===== src/hw/rtl/mte_pkg.sv =====
`timescale 1ns / 1ps

package mte_pkg;

    localparam int WORD_W = 32;
    localparam int ADDR_W = 33;
    localparam int CPU_W  = 4;
    localparam int LOG_W  = 4;
    localparam int CFG_W  = 32;

    // register indexes on the configuration port
    localparam logic [1:0] CFG_ILINE_LOG2 = 2'd0;
    localparam logic [1:0] CFG_DLINE_LOG2 = 2'd1;
    localparam logic [1:0] CFG_NOREPEAT   = 2'd2;
    localparam logic [1:0] CFG_LIMIT      = 2'd3;

    localparam logic [LOG_W-1:0]  ILINE_RST    = 4'd6;
    localparam logic [LOG_W-1:0]  DLINE_RST    = 4'd6;
    localparam logic [LOG_W-1:0]  NOREPEAT_RST = 4'd8;
    localparam logic [CFG_W-1:0]  LIMIT_RST    = 32'd1000000;

    typedef struct packed {
        logic [CPU_W-1:0]  cpu_id;
        logic              from_cpu;
        logic              is_fetch;
        logic              is_read;
        logic [ADDR_W-1:0] byte_addr;
    } t_in_word;

    typedef struct packed {
        logic [CPU_W-1:0]  cpu_num;
        logic [WORD_W-1:0] trace_word;
        logic              end_marker;
    } t_out_word;

    typedef struct packed {
        logic capture;   // take the input word and read its CPU row
        logic commit;    // filter, update state, load the output register
    } t_cmd;

    typedef struct packed {
        logic out_free;  // output register can take a new word this cycle
    } t_sts;

    // drop address bit 0, clear the line offset, fold in fetch and read
    function automatic logic [WORD_W-1:0] encode_word(
        input logic [ADDR_W-1:0] addr,
        input logic              fetch,
        input logic              rd,
        input logic [LOG_W-1:0]  ilog,
        input logic [LOG_W-1:0]  dlog
    );
        logic [LOG_W-1:0]  lg;
        logic [WORD_W-1:0] mask;
        logic [WORD_W-1:0] w;
        lg   = fetch ? ilog : dlog;
        mask = ((32'd1 << lg) - 32'd1) >> 1;
        w    = addr[ADDR_W-1:1] & ~mask;
        return {w[WORD_W-1:2], w[1] | fetch, w[0] | rd};
    endfunction

endpackage


===== src/hw/rtl/mte_ctrl.sv =====
`timescale 1ns / 1ps

module mte_ctrl
    import mte_pkg::*;
(
    input  logic i_clk,
    input  logic i_rst_n,
    input  logic i_in_valid,
    output logic o_in_stall,
    input  t_sts i_sts,
    output t_cmd o_cmd
);

    localparam logic ST_IDLE = 1'b0;
    localparam logic ST_EVAL = 1'b1;

    logic r_state;
    logic n_state;

    always_comb begin
        n_state      = r_state;
        o_cmd        = '0;
        o_in_stall   = 1'b1;
        case (r_state)
            ST_IDLE: begin
                o_in_stall    = 1'b0;
                o_cmd.capture = i_in_valid;
                if (i_in_valid) begin
                    n_state = ST_EVAL;
                end
            end
            ST_EVAL: begin
                // hold until the output register has room
                if (i_sts.out_free) begin
                    o_cmd.commit = 1'b1;
                    n_state      = ST_IDLE;
                end
            end
            default: begin
                n_state = ST_IDLE;
            end
        endcase
    end

    always_ff @(posedge i_clk) begin
        if (!i_rst_n) begin
            r_state <= ST_IDLE;
        end else begin
            r_state <= n_state;
        end
    end

endmodule


===== src/hw/rtl/mte_dp.sv =====
`timescale 1ns / 1ps

module mte_dp
    import mte_pkg::*;
#(
    parameter int NUM_CPUS     = 16,
    parameter int RECENT_DEPTH = 8
) (
    input  logic             i_clk,
    input  logic             i_rst_n,
    input  logic             i_cfg_we,
    input  logic [1:0]       i_cfg_addr,
    input  logic [CFG_W-1:0] i_cfg_wdata,
    input  t_in_word         i_in_data,
    input  t_cmd             i_cmd,
    output t_sts             o_sts,
    output logic             o_out_valid,
    input  logic             i_out_stall,
    output t_out_word        o_out_data
);

    localparam int CIDX_W = (NUM_CPUS > 1) ? $clog2(NUM_CPUS) : 1;
    localparam int FILL_W = $clog2(RECENT_DEPTH + 1);

    typedef logic [RECENT_DEPTH-1:0][WORD_W-1:0] t_row;

    // configuration
    logic [LOG_W-1:0] r_iline;
    logic [LOG_W-1:0] r_dline;
    logic [LOG_W-1:0] r_norep;
    logic [CFG_W-1:0] r_limit;

    // filter and trace state
    t_row              r_mem [NUM_CPUS];
    t_row              r_row;
    logic [FILL_W-1:0] r_fill [NUM_CPUS];
    logic [ADDR_W-1:0] r_count;
    logic              r_closed;
    t_in_word          r_in;
    logic              r_out_valid;
    t_out_word         r_out;

    logic              w_rd_ok;
    logic              w_cur_ok;
    logic [CIDX_W-1:0] w_rd_idx;
    logic [CIDX_W-1:0] w_cur_idx;
    logic              w_over;
    logic              w_take;
    logic [WORD_W-1:0] w_word;
    logic [FILL_W-1:0] w_fill;
    logic [FILL_W-1:0] w_depth;
    logic [FILL_W-1:0] w_fill_nx;
    logic              w_hit;
    t_row              w_new_row;
    logic              w_emit_end;
    logic              w_emit_rec;
    logic              w_push;

    always_ff @(posedge i_clk) begin
        if (!i_rst_n) begin
            r_iline <= ILINE_RST;
            r_dline <= DLINE_RST;
            r_norep <= NOREPEAT_RST;
            r_limit <= LIMIT_RST;
        end else if (i_cfg_we) begin
            case (i_cfg_addr)
                CFG_ILINE_LOG2: r_iline <= i_cfg_wdata[LOG_W-1:0];
                CFG_DLINE_LOG2: r_dline <= i_cfg_wdata[LOG_W-1:0];
                CFG_NOREPEAT:   r_norep <= i_cfg_wdata[LOG_W-1:0];
                CFG_LIMIT:      r_limit <= i_cfg_wdata;
                default:        r_limit <= r_limit;
            endcase
        end
    end

    assign w_rd_ok   = 32'(i_in_data.cpu_id) < NUM_CPUS;
    assign w_cur_ok  = 32'(r_in.cpu_id) < NUM_CPUS;
    assign w_rd_idx  = CIDX_W'(i_in_data.cpu_id);
    assign w_cur_idx = CIDX_W'(r_in.cpu_id);

    always_ff @(posedge i_clk) begin
        if (i_cmd.capture) begin
            r_in <= i_in_data;
            if (w_rd_ok) begin
                r_row <= r_mem[w_rd_idx];
            end
        end
    end

    always_comb begin
        w_over  = r_count > {1'b0, r_limit};
        w_take  = !w_over && r_in.from_cpu && w_cur_ok;
        w_word  = encode_word(r_in.byte_addr, r_in.is_fetch, r_in.is_read, r_iline, r_dline);
        w_fill  = w_cur_ok ? r_fill[w_cur_idx] : '0;
        w_depth = (32'(r_norep) > RECENT_DEPTH) ? FILL_W'(RECENT_DEPTH) : FILL_W'(r_norep);
        w_hit   = 1'b0;
        for (int i = 0; i < RECENT_DEPTH; i++) begin
            if ((32'(w_fill) > i) && (r_row[i] == w_word)) begin
                w_hit = 1'b1;
            end
        end
        // push in front, oldest falls off the end
        w_new_row[0] = w_word;
        for (int i = 1; i < RECENT_DEPTH; i++) begin
            w_new_row[i] = r_row[i-1];
        end
        w_fill_nx  = (w_fill < w_depth) ? w_fill + 1'b1 : w_fill;
        w_emit_end = i_cmd.commit && w_over && !r_closed;
        w_emit_rec = i_cmd.commit && w_take && !w_hit;
        w_push     = w_emit_rec && (w_depth != '0);
    end

    always_ff @(posedge i_clk) begin
        if (w_push) begin
            r_mem[w_cur_idx] <= w_new_row;
        end
    end

    always_ff @(posedge i_clk) begin
        if (!i_rst_n) begin
            for (int c = 0; c < NUM_CPUS; c++) begin
                r_fill[c] <= '0;
            end
            r_count  <= '0;
            r_closed <= 1'b0;
        end else begin
            if (w_push) begin
                r_fill[w_cur_idx] <= w_fill_nx;
            end
            if (i_cmd.commit && w_take && (r_count != '1)) begin
                r_count <= r_count + 1'b1;
            end
            if (w_emit_end) begin
                r_closed <= 1'b1;
            end
        end
    end

    assign o_sts.out_free = !r_out_valid || !i_out_stall;

    always_ff @(posedge i_clk) begin
        if (!i_rst_n) begin
            r_out_valid <= 1'b0;
        end else if (o_sts.out_free) begin
            r_out_valid <= w_emit_end || w_emit_rec;
        end
    end

    always_ff @(posedge i_clk) begin
        if (o_sts.out_free) begin
            if (w_emit_end) begin
                r_out.cpu_num    <= '0;
                r_out.trace_word <= '0;
                r_out.end_marker <= 1'b1;
            end else begin
                r_out.cpu_num    <= r_in.cpu_id;
                r_out.trace_word <= w_word;
                r_out.end_marker <= 1'b0;
            end
        end
    end

    assign o_out_valid = r_out_valid;
    assign o_out_data  = r_out;

endmodule


===== src/hw/rtl/memory_trace_encoder_with_repeat_filter_top.sv =====
`timescale 1ns / 1ps
// channel   direction  handshake                   word
// -------   ---------  --------------------------  ----------------------------------
// in        input      i_in_valid / o_in_stall     t_in_word: cpu, flags, address
// out       output     o_out_valid / i_out_stall   t_out_word: cpu, trace word, end
// cfg       input      i_cfg_we                    i_cfg_addr, i_cfg_wdata
//
// An input word is first captured, and its CPU's row of recent words is read from
// the row memory; then the word is compared, the row written back and the output
// register loaded, which waits while the output register is full and stalled.
// No new input is taken until then. Reset is synchronous, active low; the row memory
// needs no clearing, the fill counts start at zero.

module memory_trace_encoder_with_repeat_filter_top
    import mte_pkg::*;
#(
    parameter int NUM_CPUS     = 16,
    parameter int RECENT_DEPTH = 8
) (
    input  logic             i_clk,
    input  logic             i_rst_n,
    input  logic             i_cfg_we,
    input  logic [1:0]       i_cfg_addr,
    input  logic [CFG_W-1:0] i_cfg_wdata,
    input  logic             i_in_valid,
    output logic             o_in_stall,
    input  t_in_word         i_in_data,
    output logic             o_out_valid,
    input  logic             i_out_stall,
    output t_out_word        o_out_data
);

    t_cmd w_cmd;
    t_sts w_sts;

    mte_ctrl u_ctrl (
        .i_clk      (i_clk),
        .i_rst_n    (i_rst_n),
        .i_in_valid (i_in_valid),
        .o_in_stall (o_in_stall),
        .i_sts      (w_sts),
        .o_cmd      (w_cmd)
    );

    mte_dp #(
        .NUM_CPUS     (NUM_CPUS),
        .RECENT_DEPTH (RECENT_DEPTH)
    ) u_dp (
        .i_clk       (i_clk),
        .i_rst_n     (i_rst_n),
        .i_cfg_we    (i_cfg_we),
        .i_cfg_addr  (i_cfg_addr),
        .i_cfg_wdata (i_cfg_wdata),
        .i_in_data   (i_in_data),
        .i_cmd       (w_cmd),
        .o_sts       (w_sts),
        .o_out_valid (o_out_valid),
        .i_out_stall (i_out_stall),
        .o_out_data  (o_out_data)
    );

endmodule

===== config.mk =====
export PLATFORM = sky130hd
export DESIGN_NAME = memory_trace_encoder_with_repeat_filter_top
export DESIGN_NICKNAME = d
export VERILOG_FILES = /design/src/hw/rtl/mte_pkg.sv /design/src/hw/rtl/mte_ctrl.sv /design/src/hw/rtl/mte_dp.sv /design/src/hw/rtl/memory_trace_encoder_with_repeat_filter_top.sv
export SDC_FILE = /design/constraint.sdc
export NUM_CORES = 2
export LEC_CHECK = 0
export CAP_MARGIN = 20
export CORE_MARGIN = 2
export CORE_UTILIZATION = 55
export CTS_CLUSTER_SIZE = 40
export DETAILED_ROUTE_END_ITERATION = 8
export DONT_BUFFER_PORTS = 1
export PLACE_DENSITY = 0.76
export SYNTH_ARGS = -nofsm -noshare
export SYNTH_HDL_FRONTEND = slang
export SYNTH_HIERARCHICAL = 1
export SYNTH_MEMORY_MAX_BITS = 65536
export SYNTH_SLANG_ARGS = --single-unit
export TNS_END_PERCENT = 30

===== constraint.sdc =====
create_clock -name i_clk -period 25.8 [get_ports i_clk]
set_input_delay 5.16 -clock i_clk [delete_from_list [all_inputs] [get_ports i_clk]]
set_output_delay 5.16 -clock i_clk [all_outputs]
set_load 0.01 [all_outputs]

Yosys cells after proc, flatten, opt, wreduce, memory -nomap -nowiden
Memory sizes are Yosys's and may differ from the RTL's. A register that Yosys moved wholly into a read port is not among the register bits.
Index checks and enable logic that the tools add are counted.
- $add $sub $neg: 3
- magnitude comparators: 11
- eq/ne operators: 12
- shift-type cells: 1
- muxes and demuxes: 28
- bitwise logic cells: 5
- reductions and logical operators: 29
- operator list (operator ; number):
    $eq 32x32->1 ; 8
    $add 33x1->33 const B ; 1
    $gt 33x32->1 ; 1
    $ne 33x33->1 const B ; 1
    $and 32x32->32 ; 1
    $not 31->32 ; 1
    $shl 1x4->32 const A ; 1
    $sub 32x1->32 const B ; 1
    $mux 4 ; 6
    $mux 1 ; 21
    $gt 4x3->1 const B ; 4
    $logic_and 1x1->1 ; 15
    $gt 4x1->1 const B ; 2
    $gt 4x2->1 const B ; 2
    $reduce_and 2->1 ; 4
    $logic_not 1->1 ; 5
    $add 4x1->4 const B ; 1
    $eq 2x2->1 const B ; 2
    $gt 4x4->1 const B ; 1
    $lt 4x4->1 ; 1
    $reduce_bool 4->1 ; 1
    $reduce_or 4->1 ; 1
    $eq 2x1->1 const B ; 1
    $logic_not 2->1 ; 1
    4 further kinds ; 6
- bits in registers: 157
- RAM bits: 4160
- word-level logic and storage cells: 107
- memories kept: 2
- memory list (memory ; depth ; width ; rd ports ; clocked after memory_dff ; write ports ; line ; RTL):
    u_dp.r_mem ; 16 ; 256 ; 1 ; 1 ; 1 ; mte_dp.sv:34 ; t_row r_mem [NUM_CPUS];
    u_dp.r_fill ; 16 ; 4 ; 1 ; 1 ; 16 ; mte_dp.sv:36 ; logic [FILL_W-1:0] r_fill [NUM_CPUS];

Longest topological paths before layout
- depth in word-level cells: 24
- mapped depth: 23
- gate-level depth less buffers: 15

Hierarchy
The synthesis kept the hierarchy.
- modules (own cells, without submodules) (module ; times used ; cells each ; area each (µm²) ; sequential area each (µm²)):
    mte_dp ; 1 ; 7573 ; 175548.4 ; 136551.0
    mte_ctrl ; 1 ; 5 ; 46.3 ; 20.0

Least setup slack after synthesis
No wires, ideal clock.
- path type: input-to-reg
- start: input i_out_stall
- end: memory u_dp/r_mem[10][0] in the netlist's numbering (enable)
- arrival time: 24416 ps
- required time: 24614 ps
- path slack: 198 ps
- stages on the path: 9
- path buffers: 3
- cells stage by stage: nand2_1 > and2_1 > nand2_1 > nor2_1 > or4b_1 > buf_2 > buf_6 > buf_6 > nor3_1
- RTL lines (what ; line ; RTL):
    start, declared ; memory_trace_encoder_with_repeat_filter_top.sv:29 ; input logic i_out_stall,
    end, declared ; mte_dp.sv:34 ;

==> results.cfg <==
[placement]
place.gp.congestion = 0.9524
dpl.hpwl_mm = 210.2
placed_area_mm2 = 0.1809
port_buffers = 0

[sta]
fin_setup_tns_ns = 0
hold_ws_ns = 0.4551
rsz0062_at_grt = false
post-route-period-util_pct = 44.12
slew_headroom_pct = -0.6075
setup_viol = 0
slew_violations = 23
layout_min_cycle_time_ns = 11.38
final-hold-violation-count = 0
tightest_slew_ns = 1.509
fin_skew_ns = 0.06764
fmax_ghz = 0.08786

[global_route]
grt.total_usage_pct = 27.58
grt_first_pass_wirelength_mm = 636.1
grt_max_degree = 1013
antenna_found_initial = 16
overflow = 0
first_global_vias = 87080

[synth]
synth.area.top_cells = edfxtp_1 77%, mux4_2 16%, dfxtp_1 0.96%, clkbuf_1 0.57%, xnor2_1 0.53%
async_flop_share_pct = 0
synth.distinct_cells = 88
synth_top_area_share_pct = 76.82
ys_seq_elements = 4576
syn_area_mm2 = 0.1756
yosys.area.top_type = edfxtp_1
synth_edf_count = 4492
yosysWarnings = 6
synth_nets = 7701
ys.flop_type = edfxtp_1
synth_area_per_cell_um2 = 23.17
syn_inst = 7578
synth_seq_area_share_pct = 77.78

[pwr]
p_leak_nw = 60.62
ir_drop_v = 0.00006217
power_density_mw_per_mm2 = 78.94
swShare_pct = 21.52
p_comb_share_pct = 4.1
intPower_mw = 12.09
p_clk_share_pct = 40.8
seqPwrFrac_pct = 55.1
power.total_mw = 15.40
switchingPower_mw = 3.315

[layout]
final_layout_size_suffix_gt1_share_pct = 25.91
finalInstanceArea_mm2 = 0.1951
layout.nets = 7895
final_core_util_pct = 61.40
area_delta_synth_final_pct = 11.13
num-fill-cells = 20130

[route]
wl_per_cell_um = 36.46
via_per_inst = 6.897
drt-initial-drc-count = 14290
firstDrtPassIters = 9
drt.antenna.violating_nets = 0
routed-via-count = 85000
drc = 0
drt-total-wl_mm = 449.2

[cts]
ctsResizeCount = 0
clk_pin_slew_ns = 0.06
htreeDepth = 5
cts_max_path_buffers = 4
cts.sinks = 4576
hold_buffers = 0
clockRootBuffer = clkbuf_16
cts_tree = done
cts_setup_buffers = 0
cts_made_buffers = 429
clkLatencyLatePin_ns = 0.98

[worst_setup_path]
worstPathArrival_ns = 11.95
cp.required_ns = 26.37
worst_setup_path_start_kind = input port
regToRegSetupSlack_ns = 15.28
r2r-start = u_dp/r_in[34]
path_max_fanout = 44
critPathKind = in -> reg
startpoint = i_out_stall
end_kind = register
crit_end = u_dp/r_mem[3][180]
r2r_end = u_dp/r_mem[3][180]
worstRegToRegCells = 20

[status]
status = complete, but fails checks
violations = slew limit

[min_path]
worstHoldPathType = reg -> reg

[flow_run]
maxCapViolations = 0

[floorplanning]
die_h_um = 569.0
boundaryPins = 118
core_area_mm2 = 0.3178
initial_core_util_pct = 55.25
die_area_mm2 = 0.3238
die_w_um = 569.0
num_rows = 207
cells in the final DEF, fill, tap and decap left out, types with 90 or more instances in the layout:
master / synthesis / routed
mux4_2: 1277 / 1277
buf_4: 0 / 130
clkinv_1: 1 / 101
xnor2_1: 107 / 104
nor2_1: 105 / 100
inv_1: 89 / 90
nor3_1: 103 / 96
nand2_1: 124 / 123
clkbuf_16: 0 / 431
edfxtp_1: 4492 / 4492
kinds of logic after synthesis:
kind of cell | after synthesis | share of synthesized area, %
muxes | 1334 | 16.72
adders and majority gates | 44 | 0.3135
xor gates and xnor gates | 190 | 0.9477
buffers and inverters | 489 | 1.099
AOI/OAI and AO/OA | 353 | 1.414
DFF | 4576 | 77.78
and+or+nand+nor | 592 | 1.734
per-layer routing:
layer,GRT usage (%),routed length [um],vias up
met5,0,63,-
met4,11.44,21320,10
met3,5.238,48480,945
met2,45.14,222700,6221
met1,36.86,156700,45170
li1,-,-,32650
per-stage QoR:
step / instances / setup WS [ns]
after detailed placement: 11510 / 13.52
after CTS: 12300 / 14.48
after global routing: 12320 / 14.26
final: 12320 / 14.42
after floorplan: 7578 / 0.1980
after global placement: 11510 / 13.59
Yosys cell counts, types with 12 or more instances:
master / number
mux2i_1: 45
o21ai_0: 36
buf_1: 102
edfxtp_1: 4492
o31ai_1: 16
nor2b_1: 35
a31oi_1: 15
nor4_1: 26
nand4_1: 50
a2111oi_0: 13
a21o_1: 13
dfxtp_1: 84
nor3_1: 103
and2_1: 28
ha_1: 44
nand2_1: 124
nor2_1: 105
xnor2_1: 107
clkbuf_1: 266
xor2_1: 83
inv_1: 89
a21oi_1: 88
mux4_2: 1277
a22o_1: 16
nand3_1: 45
o211ai_1: 16
buf_2: 21
o22ai_1: 35
a211oi_1: 33
and3_1: 12
how the worst min path moves through the flow:
stage | start | cells after the start | to
after floorplan | u_dp/r_closed | 2 | u_dp/r_closed
after global placement | u_dp/r_limit[20] | 2 | u_dp/r_limit[20]
after detailed placement | u_dp/r_limit[3] | 2 | u_dp/r_limit[3]
after CTS | u_dp/r_limit[3] | 2 | u_dp/r_limit[3]
after global routing | u_dp/r_limit[0] | 2 | u_dp/r_limit[0]
final | u_dp/r_limit[3] | 2 | u_dp/r_limit[3]
state kept, by name, indices dropped and copies added (netlist names), named ones only:
| signal | flops |
|---|---|
| u_dp/r_dline | 4 |
| u_ctrl/r_state | 1 |
| u_dp/r_fill | 64 |
| u_dp/r_count | 33 |
| u_dp/r_row | 256 |
| u_dp/r_norep | 4 |
| u_dp/r_in | 35 |
| u_dp/o_out_data | 37 |
| u_dp/r_closed | 1 |
| u_dp/o_out_valid | 1 |
| u_dp/w_cur_idx | 4 |
| u_dp/r_iline | 4 |
| u_dp/r_mem | 4096 |
| u_dp/r_limit | 32 |
worst max-delay path: stages:
cell	delay (ns)
nand2_4	0.60
and2_1	0.28
nand2_1	0.11
nor2_1	0.53
or4b_4	0.86
nor2_4	0.86
buf_4	0.84
buf_4	0.84
buf_4	0.81
buf_4	0.85
layout make-up:
type	count	area, um2	area share [%]
Sequential cell	4576	136600	69.99
Inverter	91	341.6	0.1750
Antenna cell	14	35.03	0.01795
Multi-Input combinational cell	2513	37310	19.12
Clock buffer	528	11300	5.791
Tap cell	4180	5230	2.680
Timing Repair Buffer	161	1710	0.8765
Clock inverter	260	2641	1.354
power groups by stage:
stage	Clock, mW	Combinational (mW)	Sequential (mW)
global route	6.59	0.661	8.49
floorplan	0	0.447	8.57
finish	6.28	0.638	8.49
detailed placement	0	0.580	8.63
global placement	0	0.571	8.61
CTS	6.33	0.594	8.48
No activity file was read; power rests on OpenSTA's default activity.
